## src/hw/rtl/battery_ratio_window_average_assert.svh

```systemverilog
// Assertion macros shared by the battery ratio window average block.
// Each macro expects clk and arst_n to be visible where it is used.
`ifndef BATTERY_RATIO_WINDOW_AVERAGE_ASSERT_SVH
`define BATTERY_RATIO_WINDOW_AVERAGE_ASSERT_SVH

// Consequent must hold in the same cycle as the antecedent.
`define BRWA_ASSERT_SAME(label, ante, cons, msg) \
	label: assert property (@(posedge clk) disable iff (!arst_n) (ante) |-> (cons)) \
		else $error(msg);

// Consequent must hold in the cycle after the antecedent.
`define BRWA_ASSERT_NEXT(label, ante, cons, msg) \
	label: assert property (@(posedge clk) disable iff (!arst_n) (ante) |=> (cons)) \
		else $error(msg);

`endif

```

## src/hw/rtl/brwa_pkg.sv

```systemverilog
`default_nettype none

package brwa_pkg;

	localparam int SAMPLE_W = 16;
	localparam int VOLTS_W = 24;
	localparam int BIT_CNT_W = $clog2(VOLTS_W);

	// Combined gain 3.709 * 1.75 = 25963 / 4000; 2^16 / 4000 reduces to 2^11 / 125.
	localparam int unsigned GAIN_NUM = 25963;
	localparam int GAIN_NUM_W = 15;
	localparam int unsigned GAIN_DEN = 125;
	localparam int GAIN_DEN_W = 7;
	localparam int FRAC_SHIFT = 11;

	localparam logic [VOLTS_W-1:0] VOLTS_MAX = {VOLTS_W{1'b1}};

	typedef enum logic [2:0] {
		ST_IDLE,
		ST_READ,
		ST_MUL1,
		ST_MUL2,
		ST_PREP,
		ST_DIV,
		ST_DONE
	} state_t;

endpackage

`default_nettype wire

```

## src/hw/rtl/brwa_if.sv

```systemverilog
`default_nettype none

interface brwa_in_if;
	logic valid;
	logic ready;
	logic [brwa_pkg::SAMPLE_W-1:0] battery_sample;
	logic [brwa_pkg::SAMPLE_W-1:0] reference_sample;

	modport source (output valid, output battery_sample, output reference_sample,
		input ready);
	modport sink (input valid, input battery_sample, input reference_sample,
		output ready);
endinterface

interface brwa_out_if;
	logic valid;
	logic ready;
	logic [brwa_pkg::VOLTS_W-1:0] battery_volts;
	logic divide_error;

	modport source (output valid, output battery_volts, output divide_error,
		input ready);
	modport sink (input valid, input battery_volts, input divide_error,
		output ready);
endinterface

`default_nettype wire

```

## src/hw/rtl/brwa_ram.sv

```systemverilog
`default_nettype none

module brwa_ram #(
	parameter int WIDTH = 32,
	parameter int DEPTH = 8
) (
	input  wire logic                                   clk,
	input  wire logic                                   we,
	input  wire logic [((DEPTH > 1) ? $clog2(DEPTH) : 1)-1:0] waddr,
	input  wire logic [WIDTH-1:0]                       wdata,
	input  wire logic                                   re,
	input  wire logic [((DEPTH > 1) ? $clog2(DEPTH) : 1)-1:0] raddr,
	output logic      [WIDTH-1:0]                       rdata
);

	logic [WIDTH-1:0] mem_q [DEPTH];

	always_ff @(posedge clk) begin
		if (we) begin
			mem_q[waddr] <= wdata;
		end
		if (re) begin
			rdata <= mem_q[raddr];
		end
	end

endmodule

`default_nettype wire

```

## src/hw/rtl/battery_ratio_window_average.sv

```systemverilog
// An accepted item passes the read, two multiply and prepare states, then the 24-step
// bit-serial divider, which is skipped when the reference window is empty or the ratio
// saturates. Items are taken only in the idle state, after the last result is loaded.
// A result waits in the output register while the next item is taken and worked on.
// Reset (arst_n low) clears both windows through per-entry valid bits, the slot
// pointer, the sums and counts, the state machine and the output valid flag.
`default_nettype none

`include "battery_ratio_window_average_assert.svh"

module battery_ratio_window_average #(
	parameter int WINDOW_LENGTH = 8
) (
	input wire logic clk,
	input wire logic arst_n,
	brwa_in_if.sink    samples,
	brwa_out_if.source result
);

	localparam int SMW = brwa_pkg::SAMPLE_W;
	localparam int QW = brwa_pkg::VOLTS_W;
	localparam int FR = brwa_pkg::FRAC_SHIFT;
	localparam int PW = (WINDOW_LENGTH > 1) ? $clog2(WINDOW_LENGTH) : 1;
	localparam int CW = $clog2(WINDOW_LENGTH + 1);
	localparam int SW = SMW + CW;
	localparam int P1W = SW + CW;
	localparam int MW = P1W + brwa_pkg::GAIN_NUM_W;
	localparam int NUMW = MW + FR;
	localparam int DENW = P1W + brwa_pkg::GAIN_DEN_W;
	localparam int NW = NUMW + 1;
	localparam int CMPW = (NW > DENW + QW) ? NW : DENW + QW;

	brwa_pkg::state_t state_q, state_d;

	logic [PW-1:0]            ptr_q;
	logic [WINDOW_LENGTH-1:0] valid_q;
	logic [SW-1:0]            bsum_q, rsum_q;
	logic [CW-1:0]            bcnt_q, rcnt_q;
	logic                     out_valid_q;
	logic [QW-1:0]            volts_q;
	logic                     err_out_q;

	logic [SMW-1:0]           bat_q, ref_q;
	logic [P1W-1:0]           p1_q, d1_q;
	logic [NUMW-1:0]          num_q;
	logic [DENW-1:0]          den_q;
	logic                     err_q, sat_q;
	logic [DENW-1:0]          rem_q;
	logic [QW-1:0]            quo_q;
	logic [brwa_pkg::BIT_CNT_W-1:0] bit_q;

	logic                     accept;
	logic                     load_out;
	logic [2*SMW-1:0]         ram_rdata;
	logic [SMW-1:0]           old_bat, old_ref;
	logic [CW-1:0]            bcount;
	logic [MW-1:0]            num_prod;
	logic [NW-1:0]            n_full;
	logic                     sat;
	logic [DENW:0]            trial;
	logic                     trial_ge;

	assign accept = samples.valid && samples.ready;
	assign samples.ready = (state_q == brwa_pkg::ST_IDLE);
	assign load_out = (state_q == brwa_pkg::ST_DONE) && (!out_valid_q || result.ready);

	assign result.valid = out_valid_q;
	assign result.battery_volts = volts_q;
	assign result.divide_error = err_out_q;

	brwa_ram #(
		.WIDTH(2 * SMW),
		.DEPTH(WINDOW_LENGTH)
	) u_window (
		.clk  (clk),
		.we   (state_q == brwa_pkg::ST_READ),
		.waddr(ptr_q),
		.wdata({bat_q, ref_q}),
		.re   (accept),
		.raddr(ptr_q),
		.rdata(ram_rdata)
	);

	// An entry never written since reset reads as zero.
	assign old_bat = valid_q[ptr_q] ? ram_rdata[2*SMW-1:SMW] : '0;
	assign old_ref = valid_q[ptr_q] ? ram_rdata[SMW-1:0] : '0;

	// An empty battery window counts as one entry.
	assign bcount = (bcnt_q == '0) ? CW'(1) : bcnt_q;

	assign num_prod = MW'(p1_q) * MW'(brwa_pkg::GAIN_NUM);

	// Rounding half up: add half the divisor before the truncating division.
	assign n_full = NW'(num_q) + NW'(den_q >> 1);
	assign sat = CMPW'(n_full) >= CMPW'({den_q, {QW{1'b0}}});

	assign trial = {rem_q, quo_q[QW-1]};
	assign trial_ge = trial >= {1'b0, den_q};

	always_ff @(posedge clk or negedge arst_n) begin
		if (!arst_n) begin
			state_q <= brwa_pkg::ST_IDLE;
		end else begin
			state_q <= state_d;
		end
	end

	always_comb begin
		state_d = state_q;
		case (state_q)
			brwa_pkg::ST_IDLE: begin
				if (accept) begin
					state_d = brwa_pkg::ST_READ;
				end
			end
			brwa_pkg::ST_READ: state_d = brwa_pkg::ST_MUL1;
			brwa_pkg::ST_MUL1: state_d = brwa_pkg::ST_MUL2;
			brwa_pkg::ST_MUL2: state_d = brwa_pkg::ST_PREP;
			brwa_pkg::ST_PREP: begin
				if (err_q || sat) begin
					state_d = brwa_pkg::ST_DONE;
				end else begin
					state_d = brwa_pkg::ST_DIV;
				end
			end
			brwa_pkg::ST_DIV: begin
				if (bit_q == '0) begin
					state_d = brwa_pkg::ST_DONE;
				end
			end
			brwa_pkg::ST_DONE: begin
				if (load_out) begin
					state_d = brwa_pkg::ST_IDLE;
				end
			end
			default: state_d = brwa_pkg::ST_IDLE;
		endcase
	end

	always_ff @(posedge clk or negedge arst_n) begin
		if (!arst_n) begin
			ptr_q <= '0;
			valid_q <= '0;
			bsum_q <= '0;
			rsum_q <= '0;
			bcnt_q <= '0;
			rcnt_q <= '0;
			out_valid_q <= 1'b0;
		end else begin
			if (state_q == brwa_pkg::ST_READ) begin
				bsum_q <= bsum_q - SW'(old_bat) + SW'(bat_q);
				rsum_q <= rsum_q - SW'(old_ref) + SW'(ref_q);
				bcnt_q <= bcnt_q - CW'(old_bat != '0) + CW'(bat_q != '0);
				rcnt_q <= rcnt_q - CW'(old_ref != '0) + CW'(ref_q != '0);
				valid_q[ptr_q] <= 1'b1;
				if (ptr_q == PW'(WINDOW_LENGTH - 1)) begin
					ptr_q <= '0;
				end else begin
					ptr_q <= ptr_q + PW'(1);
				end
			end
			if (load_out) begin
				out_valid_q <= 1'b1;
			end else if (result.ready) begin
				out_valid_q <= 1'b0;
			end
		end
	end

	always_ff @(posedge clk) begin
		case (state_q)
			brwa_pkg::ST_IDLE: begin
				bat_q <= samples.battery_sample;
				ref_q <= samples.reference_sample;
			end
			brwa_pkg::ST_MUL1: begin
				p1_q <= P1W'(bsum_q) * P1W'(rcnt_q);
				d1_q <= P1W'(bcount) * P1W'(rsum_q);
				err_q <= (rcnt_q == '0) || (rsum_q == '0);
			end
			brwa_pkg::ST_MUL2: begin
				num_q <= {num_prod, {FR{1'b0}}};
				den_q <= DENW'(d1_q) * DENW'(brwa_pkg::GAIN_DEN);
			end
			brwa_pkg::ST_PREP: begin
				sat_q <= sat;
				// Below the saturation bound the upper part is already smaller than den.
				rem_q <= DENW'(n_full >> QW);
				quo_q <= n_full[QW-1:0];
				bit_q <= brwa_pkg::BIT_CNT_W'(QW - 1);
			end
			brwa_pkg::ST_DIV: begin
				rem_q <= trial_ge ? DENW'(trial - {1'b0, den_q}) : DENW'(trial);
				quo_q <= {quo_q[QW-2:0], trial_ge};
				bit_q <= bit_q - brwa_pkg::BIT_CNT_W'(1);
			end
			brwa_pkg::ST_DONE: begin
				if (load_out) begin
					err_out_q <= err_q;
					if (err_q) begin
						volts_q <= '0;
					end else if (sat_q) begin
						volts_q <= brwa_pkg::VOLTS_MAX;
					end else begin
						volts_q <= quo_q;
					end
				end
			end
			default: begin
			end
		endcase
	end

	`BRWA_ASSERT_SAME(a_ref_empty_match, 1'b1, (rcnt_q == '0) == (rsum_q == '0), "reference count and sum disagree on an empty window")
	`BRWA_ASSERT_SAME(a_bat_empty_match, 1'b1, (bcnt_q == '0) == (bsum_q == '0), "battery count and sum disagree on an empty window")
	`BRWA_ASSERT_SAME(a_count_bound, 1'b1, (bcnt_q <= CW'(WINDOW_LENGTH)) && (rcnt_q <= CW'(WINDOW_LENGTH)), "nonzero count exceeds window length")
	`BRWA_ASSERT_NEXT(a_accept_reads, accept, state_q == brwa_pkg::ST_READ, "accepted item did not start a window read")
	`BRWA_ASSERT_NEXT(a_div_ends, (state_q == brwa_pkg::ST_DIV) && (bit_q == '0), state_q == brwa_pkg::ST_DONE, "divider ran past its last quotient bit")
	`BRWA_ASSERT_SAME(a_err_zero, out_valid_q && err_out_q, volts_q == '0, "error result carries a nonzero voltage")

endmodule

`default_nettype wire
```

## src/flat_wrapper.sv

```systemverilog
// flat-port wrapper written by rule: the top's interface ports become plain ports
module battery_ratio_window_average_flat 
#(
	parameter int WINDOW_LENGTH = 8
)
  (clk, arst_n, samples_valid, samples_battery_sample, samples_reference_sample, samples_ready, result_valid, result_battery_volts, result_divide_error, result_ready);
  brwa_in_if samples_i ();
  brwa_out_if result_i ();
  input wire logic clk;
  input wire logic arst_n;
  input wire logic [$bits(samples_i.valid)-1:0] samples_valid;
  input wire logic [$bits(samples_i.battery_sample)-1:0] samples_battery_sample;
  input wire logic [$bits(samples_i.reference_sample)-1:0] samples_reference_sample;
  output wire logic [$bits(samples_i.ready)-1:0] samples_ready;
  output wire logic [$bits(result_i.valid)-1:0] result_valid;
  output wire logic [$bits(result_i.battery_volts)-1:0] result_battery_volts;
  output wire logic [$bits(result_i.divide_error)-1:0] result_divide_error;
  input wire logic [$bits(result_i.ready)-1:0] result_ready;
  assign samples_i.valid = samples_valid;
  assign samples_i.battery_sample = samples_battery_sample;
  assign samples_i.reference_sample = samples_reference_sample;
  assign samples_ready = samples_i.ready;
  assign result_valid = result_i.valid;
  assign result_battery_volts = result_i.battery_volts;
  assign result_divide_error = result_i.divide_error;
  assign result_i.ready = result_ready;
  battery_ratio_window_average #(.WINDOW_LENGTH(WINDOW_LENGTH)) u_core (.clk(clk), .arst_n(arst_n), .samples(samples_i), .result(result_i));
endmodule
```

## config.mk

```make
export PLATFORM = sky130hd
export DESIGN_NAME = battery_ratio_window_average_flat
export DESIGN_NICKNAME = d
export VERILOG_FILES = /design/src/hw/rtl/brwa_pkg.sv /design/src/hw/rtl/brwa_if.sv /design/src/hw/rtl/brwa_ram.sv /design/src/hw/rtl/battery_ratio_window_average.sv /design/src/flat_wrapper.sv
export VERILOG_INCLUDE_DIRS = /design/src /design/src/hw/rtl
export SDC_FILE = /design/constraint.sdc
export NUM_CORES = 2
export LEC_CHECK = 0
export BUFFER_PORTS_ARGS = -buffer_cell sky130_fd_sc_hd__buf_2
export CORE_ASPECT_RATIO = 1.1
export CORE_MARGIN = 2
export CORE_UTILIZATION = 60
export DETAILED_ROUTE_END_ITERATION = 12
export PLACE_DENSITY = 0.81
export SYNTH_ARGS = -nofsm -noshare
export SYNTH_HDL_FRONTEND = slang
export SYNTH_SLANG_ARGS = --single-unit
```

## constraint.sdc

```tcl
create_clock -name clk -period 11.8 [get_ports clk]
set_input_delay 3.54 -clock clk [delete_from_list [all_inputs] [get_ports clk]]
set_output_delay 3.54 -clock clk [all_outputs]
set_load 0.01 [all_outputs]
```

After elaboration in Yosys (flattened, before gate mapping). Memories as Yosys holds them, arrays and structs flattened. A register that Yosys moved wholly into a read port is not among the register bits. Index checks and enable logic that the tools add are counted.

Multipliers: 4. Bitwise gates (word level): 1. Reduce and logical (&&, ||, !) cells: 20. Add/sub/neg operators: 12. Equal/unequal tests: 10. Muxes and demuxes: 22. $lt $le $gt $ge: 4.

Operator list (number): $reduce_bool A16 Y1 (4); $pmux W31 S2 (1); $ge A51 B55 Y1 (1); $add A50 B30 Y51 (1); $pmux W24 S2 (1); $add A20 B16 Y20 (2); $sub A20 B16 Y20 (2); $mul A24 B15 Y39 const B (1); $ge A32 B31 Y1 (1); $mux W16 (2); $mul A24 B7 Y31 const B (1); $mux W31 (1); $sub A31 B31 Y31 (1); $mul A20 B4 Y24 (1); $mul A4 B20 Y24 (1); $mux W24 (1); $pmux W3 S7 (1); $logic_not A20 Y1 (1); $eq A3 B3 Y1 const B (4); $mux W3 (4); $pmux W5 S2 (1); $add A4 B1 Y4 (2); $logic_not A4 Y1 (2); $or A8 B8 Y8 (1); 22 further kinds (35).

Memory bits (writable): 256. Register bits: 300. Memories: 1. Output and inout port bits: 27. Logic and storage cells: 95.

Memories: u_core.u_window.mem_q (depth 8, bits a word 32, rd ports 1, clocked after Yosys merged registers in 1, write ports 1, line brwa_ram.sv:16) `logic [WIDTH-1:0] mem_q [DEPTH];`.

Longest topological paths before layout.
Depth after elaboration: 6. Depth in mapped cells: 24. Depth with buffers taken out: 23.

Cells and area by module. From an unflattened synthesis, not the netlist that was laid out.

Cell total of the unflattened synthesis: 3714. Area total of the unflattened synthesis: 43476.7 um^2.

Modules (own cells, without submodules): battery_ratio_window_average (seq. area each 8693.3 um^2, area each 32690.1 um^2, cells an instance 3299, instances 1); brwa_ram (seq. area each 8648.3 um^2, area each 10786.6 um^2, cells an instance 415, instances 1).

Least setup slack after synthesis. Ideal clock, no wire load.

Kind: reg-to-output. From: reg u_core.state_q[0]. To: out samples_ready. Arrival: 3048 ps. Slack: 5212 ps. Cell stages (with the launch flop): 3. Required time: 8260 ps. Cell sequence: dfrtp_1 > clkbuf_1 > nor3_1.

Cells in the longest elaborated chain, start to end: 1.

Ends and longest elaborated chain: from (decl) (line battery_ratio_window_average.sv:33) `brwa_pkg::state_t state_q, state_d;`; from (signal assigned) (line battery_ratio_window_average.sv:102) `state_q <= brwa_pkg::ST_IDLE;`; from (signal assigned) (line battery_ratio_window_average.sv:104) `state_q <= state_d;`; $logic_not A3 Y1 (line battery_ratio_window_average.sv:64) `assign samples.ready = (state_q == brwa_pkg::ST_IDLE);`; to (decl) (line flat_wrapper.sv:14) `output wire logic [$bits(samples_i.ready)-1:0] samples_ready;`.

Every way passes these cells.

Worst setup path after layout.
From: reg u_core.p1_q[9]. To: reg u_core.num_q[48], data pin.

Cells in the longest elaborated chain, start to end: 1.

Ends and longest elaborated chain: from (decl) (line battery_ratio_window_average.sv:44) `logic [P1W-1:0] p1_q, d1_q;`; from (signal assigned) (line battery_ratio_window_average.sv:177) `p1_q <= P1W'(bsum_q) * P1W'(rcnt_q);`; $mul A24 B15 Y39 (line battery_ratio_window_average.sv:91) `assign num_prod = MW'(p1_q) * MW'(brwa_pkg::GAIN_NUM);`; named net u_core.num_prod[37] (line battery_ratio_window_average.sv:57) `logic [MW-1:0] num_prod;`; to (signal assigned) (line battery_ratio_window_average.sv:182) `num_q <= {num_prod, {FR{1'b0}}};`; to (decl) (line battery_ratio_window_average.sv:45) `logic [NUMW-1:0] num_q;`.

The timed path passes the listed nets, and every way through them passes these cells. A chain may end at the register's enable or synchronous reset.

==> results.ini <==
[status]
status = finished clean

[drt]
avgRoutedWirePerCell_um = 19.4
drtPass1Iterations = 7
wl_met2_mm = 48.1
wl_mm = 93.5
drc = 0
routed.top_layer = met5
route.met3.wl_mm = 4.63
num_vias = 27742
vias_per_cell = 5.76
drtAntennaViolNets = 0
wl_met1_mm = 36.9
drt_iter0_markers = 1945

[setup_path]
critPathCaptureType = flop
critPathLaunchType = flop
crit_type = reg2reg
worst_ep_arrival_time_ns = 7.11
rr_worst_depth = 19
crit_top_cell = fa_1
cp_top_family = adder cells
worstSetupPathDepth = 19
crit_path_max_fanout = 6
crit_path_top_delay_cell = fa_1
crit_chain = ha_1, inv_1, fa_1, inv_1, fa_1, fa_1, fa_1, fa_1, ha_1, a211oi_1, o211ai_1, a41oi_1, a21oi_1, a221o_1, a21oi_1, o21ba_2, o31ai_1, o41a_1, xor2_1
cpPeakStageDelay_ns = 0.59
worstPathRequired_ns = 12.18
crit_buf_inv = 2

[grt]
grt_overflow_total = 0
first_global_vias = 28410
grt_pass1_wl_mm = 149
grt_max_degree = 78
antenna_found_initial = 1
gr-usage-all-layers_pct = 26.0

[clock_tree]
clkSlewWorstSetupHoldPaths_ns = 0.07
cts_resized = 0
cts_tree = yes
numCtsBuffers = 58
postCtsHoldBufs = 0
ctsHtreeMaxLevel = 2
clock_latency_ns = 0.65
cts_setup_buffers = 0
clk_root_buffer_cell = clkbuf_16
clock_sinks = 588
cts_buffer_depth = 3

[synthesis]
yosys_warnings = 0
netlist_instances = 3765
synth_xor_area_share_pct = 3.92
synth_compound_area_share_pct = 11.1
synth_fa_ha_area_share_pct = 28.2
synth_top_area_share_pct = 37.2
yosys.area.top_type = edfxtp_1
syn_area_um2 = 42400
synth_edf_count = 525
synth_area_leaders = edfxtp_1, fa_1, ha_1, inv_1, dfrtp_1
yosysSeqAreaShare_pct = 40.9
avgSynthCellArea_um2 = 11.3
yosys.area_share.simple_pct = 9.20
synth_top_family_by_area = adder cells
synthArstFlopShare_pct = 10.7
syn-num-nets = 4556
synthMuxAreaShare_pct = 0.832
ys_seq_elements = 588
synth_ff_type = edfxtp_1
synth.distinct_cells = 82

[sta]
slew_headroom_pct = 23.6
skew_ns = 0.0443
finalSetupTns_ns = 0
slew_viol_final = 0
fin_crit_ns = 6.73
finalHoldViolations = 0
rsz0062_at_grt = no
worst_pin_slew_ns = 1.14
setup_viol = 0
timing.fmax_mhz = 149
fin_crit_sh_pct = 57.1

[cells_and_area]
drive_gt1_share_pct = 6.24
nets = 4621
antenna_cells = 0
mostFrequentLayoutCells = inv_1, edfxtp_1, ha_1
final_common_cell = inv_1
fin_area_um2 = 45700
syn2layout_area_growth_pct = 7.79

[floorplanning]
num_rows = 102
fp.dieW_um = 257
ios = 63
start_util_pct = 60.4
dieArea_um2 = 72800
fp.dieH_um = 283
core_um2 = 70200

[place]
portBuffers = 62
place_area_um2 = 43800
place_hpwl_mm = 70.7
gp_congestion = 0.964

[hold_path]
hp-class = reg2reg
holdPathStages = 1

[job]
cap_violations = 0

==> cell usage after synthesis (8+ instances only) <==
master	number
xor2_1	48
mux2_2	10
nor2_1	221
nor4_1	26
a21oi_1	156
a21o_1	100
and2_1	21
edfxtp_1	525
nand3_1	47
xnor2_1	142
or3_1	9
nor3b_1	9
a211oi_1	17
a22oi_1	130
and3_1	24
nand2b_1	28
inv_1	572
dfrtp_1	63
clkbuf_1	77
o211ai_1	8
nand2_1	271
fa_1	333
nand4_1	52
mux2i_1	21
ha_1	422
o21ai_0	151
a31oi_1	16
o21bai_1	28
o21a_1	36
nor2b_1	51
nor3_1	25
or2_2	13
==> worst reg2reg max path: cells and delay by family (launching register included) <==
| family | cells | cell delay [ns] |
|---|---|---|
| fa+ha+maj | 7 | 3.27 |
| compound gates | 9 | 2.41 |
| flops | 1 | 0.51 |
| xor+xnor | 1 | 0.15 |
| buf+inv | 2 | 0.12 |
==> area by class of cell <==
cell class	instances	area, um^2
multi-input combinational	2519	22600
sequential	588	17300
clock inverter	41	362
inverter	572	2150
fill	5263	24500
clock buffer	66	1500
timing repair buffer	91	528
tap	936	1170
==> registers in the layout, indices dropped and copies added (netlist names), 31 cells and up <==
signal	count
u_core.rem_q	31
u_core.u_window.mem_q	256
u_core.u_window.rdata	32
u_core.num_q	39
u_core.den_q	31
==> cell families (layout without fill, tap and decap cells) <==
logic type / count (synthesis) / after routing
AND/OR/NAND/NOR: 822 / 822
adder cells (fa/ha/maj): 755 / 755
AO/OA/AOI/OAI: 719 / 719
buffers and inverters: 658 / 770
flip-flops: 588 / 588
XOR/XNOR: 190 / 190
multiplexers: 33 / 33
==> worst paths after layout <==
path,slack (ns),from,endpoint
max,5.07,u_core.p1_q[9],u_core.num_q[48]
min,0.47,u_core.valid_q[1],u_core.valid_q[1]
max reg2reg,5.07,u_core.p1_q[9],u_core.num_q[48]
min reg2reg,0.47,u_core.valid_q[1],u_core.valid_q[1]
max in group asynchronous,8.17,arst_n,u_core.bsum_q[11]
min in group asynchronous,3.08,arst_n,u_core.rsum_q[4]
==> per-stage QoR <==
step                utilization (%)  hold slack (ns)  cells  setup WS [ns]
detailed placement             62.5            0.454   4706           5.14
global route                   65.1            0.491   4813           4.78
finish                         65.1            0.473   4813           5.07
CTS                            65.1            0.470   4813           5.08
floorplan                         -            0.424   3765           5.21
global placement               62.5            0.452   4706           5.25
==> routing by layer <==
layer  track usage, %  vias to the layer above
met5                0                        -
met4             10.0                        2
met3             2.93                      191
met2             47.5                      804
met1             31.7                    13545
li1                 -                    13200
Power is not shown: default switching activity piles up to over one toggle a cycle in this logic, so the estimate is an artifact.
